--- config.mk ---
export PLATFORM = sky130hd
export DESIGN_NAME = mft_cell
export DESIGN_NICKNAME = d
export VERILOG_FILES = /design/src/hw/rtl/mft_pkg.sv /design/src/hw/rtl/mft_cell.sv
export SDC_FILE = /design/constraint.sdc
export NUM_CORES = 1
export LEC_CHECK = 0
export BUFFER_PORTS_ARGS = -buffer_cell sky130_fd_sc_hd__buf_2
export CORE_AREA = 2 2 136 138
export DETAILED_ROUTE_END_ITERATION = 6
export DIE_AREA = 0 0 138 140
export GPL_ROUTABILITY_DRIVEN = 0
export GPL_TIMING_DRIVEN = 1
export PLACE_DENSITY = 0.81
export SLEW_MARGIN = 20
export SYNTH_ARGS = -nofsm -noshare
export SYNTH_HDL_FRONTEND = slang
export SYNTH_SLANG_ARGS = --single-unit
export TNS_END_PERCENT = 1
--- constraint.sdc ---
create_clock -name clk -period 11 [get_ports clk]
set_input_delay 0.55 -clock clk [delete_from_list [all_inputs] [get_ports clk]]
set_output_delay 0.55 -clock clk [all_outputs]
set_load 0.02 [all_outputs]
--- src/hw/rtl/mft_pkg.sv ---
// types, codes and constants shared by the mac forwarding table modules
package mft_pkg;

  localparam int unsigned ENTRIES_DEF = 32;
  localparam int unsigned MAC_W       = 48;
  localparam int unsigned PORT_W      = 8;
  localparam int unsigned VLAN_W      = 12;
  localparam int unsigned TIME_W      = 16;
  localparam int unsigned REQ_W       = 3;
  localparam int unsigned STATUS_W    = 2;
  localparam int unsigned OUT_IDX_W   = 5;

  localparam logic [TIME_W-1:0] AGE_LIMIT_RST = 16'd300;

  // request codes
  typedef enum logic [REQ_W-1:0] {
    REQ_LOOKUP = 3'd0,
    REQ_INSERT = 3'd1,
    REQ_REMOVE = 3'd2,
    REQ_CLEAR  = 3'd3,
    REQ_AGE    = 3'd4
  } req_e_t;

  // result status codes
  typedef enum logic [STATUS_W-1:0] {
    STAT_OK        = 2'd0,
    STAT_NOT_FOUND = 2'd1,
    STAT_FULL      = 2'd2
  } status_e_t;

  // control sequencer states
  typedef enum logic [1:0] {
    S_IDLE,
    S_SCAN,
    S_RESP
  } state_t;

  // request token that walks down the row of cells
  typedef struct packed {
    logic              active;
    req_e_t            req;
    logic [MAC_W-1:0]  mac;
    logic [PORT_W-1:0] port;
    logic [VLAN_W-1:0] vlan;
    logic [TIME_W-1:0] now;
    logic              hit;
    logic              free;
    logic [PORT_W-1:0] hit_port;
    logic [VLAN_W-1:0] hit_vlan;
  } token_t;

  // entry write broadcast to all cells at the end of an insert
  typedef struct packed {
    logic              en;
    logic [MAC_W-1:0]  mac;
    logic [PORT_W-1:0] port;
    logic [VLAN_W-1:0] vlan;
    logic [TIME_W-1:0] now;
  } wr_t;

endpackage

--- src/hw/rtl/mft_cell.sv ---
// one table entry cell: holds an entry and processes the passing request token
module mft_cell
  import mft_pkg::*;
#(
  parameter int unsigned IDX_W = 5,
  parameter int unsigned INDEX = 0
) (
  input  logic              clk,
  input  logic              rst_n,
  input  token_t            tok_i,
  input  logic [IDX_W-1:0]  hidx_i,
  input  logic [IDX_W-1:0]  fidx_i,
  input  logic [TIME_W-1:0] age_limit_i,
  input  wr_t               wr_i,
  input  logic [IDX_W-1:0]  wr_idx_i,
  output token_t            tok_o,
  output logic [IDX_W-1:0]  hidx_o,
  output logic [IDX_W-1:0]  fidx_o
);

  localparam logic [IDX_W-1:0] MY_IDX = IDX_W'(INDEX);

  logic              valid_r, valid_nxt;
  logic [MAC_W-1:0]  mac_r;
  logic [PORT_W-1:0] port_r;
  logic [VLAN_W-1:0] vlan_r;
  logic [TIME_W-1:0] stamp_r;

  token_t            tok_r, tok_nxt;
  logic [IDX_W-1:0]  hidx_r, hidx_nxt;
  logic [IDX_W-1:0]  fidx_r, fidx_nxt;

  logic              match;
  logic [TIME_W-1:0] age;
  logic              wr_me;

  assign match = valid_r && (mac_r == tok_i.mac);
  assign age   = tok_i.now - stamp_r;
  assign wr_me = wr_i.en && (wr_idx_i == MY_IDX);

  // token update and valid bit
  always_comb begin
    tok_nxt   = tok_i;
    hidx_nxt  = hidx_i;
    fidx_nxt  = fidx_i;
    valid_nxt = valid_r;
    if (tok_i.active) begin
      unique case (tok_i.req)
        REQ_LOOKUP, REQ_INSERT, REQ_REMOVE: begin
          if (!tok_i.hit && match) begin
            tok_nxt.hit      = 1'b1;
            tok_nxt.hit_port = port_r;
            tok_nxt.hit_vlan = vlan_r;
            hidx_nxt         = MY_IDX;
            if (tok_i.req == REQ_REMOVE && port_r == tok_i.port) begin
              valid_nxt = 1'b0;
            end
          end
          if (tok_i.req == REQ_INSERT && !tok_i.free && !valid_r) begin
            tok_nxt.free = 1'b1;
            fidx_nxt     = MY_IDX;
          end
        end
        REQ_CLEAR: begin
          valid_nxt = 1'b0;
        end
        REQ_AGE: begin
          if (!tok_i.hit && valid_r && age >= age_limit_i) begin
            tok_nxt.hit = 1'b1;
            hidx_nxt    = MY_IDX;
            valid_nxt   = 1'b0;
          end
        end
        default: begin
          tok_nxt = tok_i;
        end
      endcase
    end
    // insert commit after the scan
    if (wr_me) begin
      valid_nxt = 1'b1;
    end
  end

  // control state and token
  always_ff @(posedge clk) begin
    if (!rst_n) begin
      valid_r <= 1'b0;
      tok_r   <= '0;
    end else begin
      valid_r <= valid_nxt;
      tok_r   <= tok_nxt;
    end
  end

  // token indexes
  always_ff @(posedge clk) begin
    hidx_r <= hidx_nxt;
    fidx_r <= fidx_nxt;
  end

  // entry contents
  always_ff @(posedge clk) begin
    if (wr_me) begin
      mac_r   <= wr_i.mac;
      port_r  <= wr_i.port;
      vlan_r  <= wr_i.vlan;
      stamp_r <= wr_i.now;
    end
  end

  assign tok_o  = tok_r;
  assign hidx_o = hidx_r;
  assign fidx_o = fidx_r;

endmodule

==> out/summary.txt <==
endpoint of the worst hold-timing path: mac_r[14]$_DFFE_PP_
minimum period implied by the final worst setup slack: 3.86 ns
Critical Path End Type: register
Setup Fix Bufs, Post-CTS: 0
DRT Wirelength: 20.3 mm
initial DRC count: 219
maximum resistive drop on vdd: 151 µV
antenna violations before repair: 0
remaining number of nets flagged by the antenna check after routing: 0
Place WS: 6.84 ns
compound-gate portion of the synthesized area: 4.11%
worst setup slack after layout: 7.14 ns
library cells used by synthesis: 46
combined global-route utilization of all metal layers: 20.3%
Crit-path slowest cell: sky130_fd_sc_hd__or4_1
Crit path largest cell delay: 0.45 ns
path depth of the worst reg2reg path: 15
critical path arrival: 4.31 ns
maximum clock skew at final layout: 0.0119 ns
worst hold path stage count: 1
number of filler instances in the final layout: 1474
Avg Inst Size Synth: 12.5 µm²
cells after synthesis: 638
Nets: 1258
Slew @ Worst Pin: 0.896 ns
clock transition at the register clock pins on the worst setup and hold paths after CTS: 0.06 ns
initial standard-cell utilization of the core: 44.8%
Die ar.: 0.0193 mm²
maximum number of pins on one net before global-route repair: 113
average via count per standard cell: 4.80
DRC viols: 0
ant diodes: 0
Seq/Total Area, Yosys: 62.0%
Yosys Warn Count: 0
Crit Path Max Fanout: 6
basic-gate share of the synthesized area counting and, or, nand and nor cells: 15.7%
reg-to-reg endpoint: hidx_o[0]$_DFF_P_
buffer cell driving the clock tree root: sky130_fd_sc_hd__clkbuf_16
commonest cells after routing, fill and taps aside: sky130_fd_sc_hd__buf_2, sky130_fd_sc_hd__dfxtp_1, sky130_fd_sc_hd__and2_1, sky130_fd_sc_hd__edfxtp_1, sky130_fd_sc_hd__xnor2_1
PD cells: 163 mW/mm²
total number of vias: 5971
prevailing post-synth register cell: sky130_fd_sc_hd__dfxtp_1
Leak: 4.75 nW
Cell Chain, Critical Path: inv_1 -> ha_1 -> a21oi_1 -> o21ai_0 -> or4_1 -> a21oi_1 -> nor2_1 -> o211ai_1 -> ha_1 -> a21oi_1 -> o21ai_0 -> a2111oi_0 -> o21ai_0 -> a31oi_2 -> and2_1
placed inst area: 0.00993 mm²
global-route congestion overflow total: 0
EDFF count, synth: 84
IO buf count: 347
top-level I/O count: 348
share of synthesized area spent on multiplexers: 2.64%
most common library cell in the layout ignoring fill and taps: sky130_fd_sc_hd__buf_2
unrepaired setup endpoints after global routing: no
Hold Crit Start: wr_i[50]
adder and majority cell fraction of the synthesized area: 5.12%
main combinational cell family by area after synthesis: simple AND/OR/NAND/NOR gates
part of the cycle the worst path needs: 35.1%
clock buffers created by TritonCTS: 22
CTS tree: done
clock latency on the worst-skew pair: 0.51 ns
number of buffers between clock root and the deepest sink: 3
worst slew margin relative to its limit: 40.3%
combined area of all synthesized cells: 0.00797 mm²
clk sinks: 205
register-to-register setup slack: 7.14 ns
detailed-router iteration count before antenna repair: 4
xor-xnor portion of the synthesized cell area: 7.36%
Resize count post-CTS: 0
Final HPWL DP: 15.8 mm
area of the core: 0.0178 mm²
outcome: finished clean
TNS Setup: 0 ns
# Max-Cap Violations: 0
CP required: 11.45 ns
share of flip-flops with an asynchronous set or reset after synthesis: 0%
row cnt: 49
cts-stage hold buffer count: 0
fmax: 259 MHz
# H-tree levels: 1
die outline height: 140 µm
die width: 138 µm
category of the worst setup path launch point: register
Worst R2R Start: stamp_r[8]$_DFFE_PP_
number of pins exceeding their max-slew limit in the final report: 0
WL per Instance: 16.4 µm
final hold vios: 0
share of cells above drive strength 1: 38.4%
Setup violations, final: 0
Area Overhead vs Synth: 33.8%
global-route wire length before repair: 31.1 mm
path class of the lowest-slack min-delay path: in -> reg
syn nets: 898
via count of the first global-routing pass: 6277
post-synthesis sequential element count: 205
kind of critical path: reg -> reg
area of all placed cells without fillers: 0.0107 mm²
==> synth_stat cells, types with 3 or more instances <==
master / count / area [µm²]
sky130_fd_sc_hd__a21oi_1: 15 / 75.1
sky130_fd_sc_hd__and2_1: 98 / 613
sky130_fd_sc_hd__clkbuf_1: 12 / 45.0
sky130_fd_sc_hd__dfxtp_1: 121 / 2420
sky130_fd_sc_hd__edfxtp_1: 84 / 2520
sky130_fd_sc_hd__ha_1: 31 / 388
sky130_fd_sc_hd__inv_1: 38 / 143
sky130_fd_sc_hd__mux2i_1: 21 / 210
sky130_fd_sc_hd__nand2_1: 16 / 60.1
sky130_fd_sc_hd__nand2b_1: 3 / 18.8
sky130_fd_sc_hd__nand3_1: 7 / 35.0
sky130_fd_sc_hd__nand4_1: 25 / 156
sky130_fd_sc_hd__nor2_1: 9 / 33.8
sky130_fd_sc_hd__nor2b_1: 25 / 156
sky130_fd_sc_hd__nor3_1: 7 / 35.0
sky130_fd_sc_hd__nor4_1: 8 / 50.1
sky130_fd_sc_hd__o211ai_1: 4 / 30.0
sky130_fd_sc_hd__o21a_1: 5 / 37.5
sky130_fd_sc_hd__o21ai_0: 10 / 50.1
sky130_fd_sc_hd__or4_1: 3 / 22.5
sky130_fd_sc_hd__xnor2_1: 64 / 561
sky130_fd_sc_hd__xor2_1: 3 / 26.3
==> metal layers <==
layer  track usage (%)  up-vias  wire (µm)
li1                  -     2924          -
met1              21.9     2706       7360
met2              37.6      287      10400
met3              5.74       54       1780
met4              8.06        0        799
met5                 0        -          0
==> worst max-delay path, delay by kind of cell (launching register included) <==
kind	cells	cell delay (ns)
AO/OA/AOI/OAI	9	2.10
adder cells (fa/ha/maj)	2	0.61
buffers and inverters	1	0.04
flip-flops	1	0.31
AND/OR/NAND/NOR	3	0.74
==> layout make-up <==
cell class	count	area, µm²	area share, %
well taps	229	287	2.69
clock inverters	10	101	0.950
multi-input cells	380	2790	26.2
clock buffers	30	632	5.92
flip-flops and latches	205	4940	46.4
inverters	38	143	1.34
repair buffers	351	1770	16.6
==> where the power goes <==
| part | internal, mW | switching, mW | leakage (nW) | total (mW) |
|---|---|---|---|---|
| registers | 0.818 | 0.00700 | 1.77 | 0.825 |
| clock network | 0.429 | 0.294 | 0.357 | 0.724 |
| logic | 0.0861 | 0.106 | 2.63 | 0.192 |
| total | 1.33 | 0.407 | 4.75 | 1.74 |
==> registers in the layout (all words and copies together) (netlist names) <==
signal	count
fidx_o	5
hidx_o	5
mac_r	48
port_r	8
stamp_r	16
tok_o	110
valid_r	1
vlan_r	12
==> cell families (layout without fill, tap and decap cells) <==
| kind of cell | Yosys count | in the layout |
|---|---|---|
| buffers and inverters | 53 | 429 |
| DFF | 205 | 205 |
| muxes | 21 | 21 |
| and+or+nand+nor | 210 | 210 |
| xor gates and xnor gates | 67 | 67 |
| adders and majority gates | 32 | 32 |
| AOI/OAI and AO/OA | 50 | 50 |
==> worst max path at each step <==
stage                                 endpoint  depth (start not counted)  slack (ns)                 start
after floorplan             mac_r[0]$_DFFE_PP_                          2        3.40           wr_idx_i[3]
after detailed placement     hidx_o[0]$_DFF_P_                         15        6.84             tok_i[30]
after CTS                    hidx_o[0]$_DFF_P_                         15        7.16  stamp_r[8]$_DFFE_PP_
after global placement    tok_o[21]$_SDFF_PN0_                         15        7.02             tok_i[30]
after global routing         hidx_o[0]$_DFF_P_                         15        6.73  stamp_r[8]$_DFFE_PP_
final                        hidx_o[0]$_DFF_P_                         15        7.14  stamp_r[8]$_DFFE_PP_
==> metrics by stage <==
| step | power (mW) | utilization, % | hold WS (ns) | instances |
|---|---|---|---|---|
| after floorplan | 0.945 | - | 0.478 | 638 |
| after global placement | 1.03 | 55.9 | 0.485 | 1203 |
| after detailed placement | 1.03 | 55.9 | 0.496 | 1203 |
| after CTS | 1.76 | 60.0 | 0.193 | 1243 |
| after global routing | 1.81 | 60.0 | 0.186 | 1243 |
| final | 1.74 | 60.0 | 0.211 | 1243 |
No activity file was read; power rests on OpenSTA's default activity.
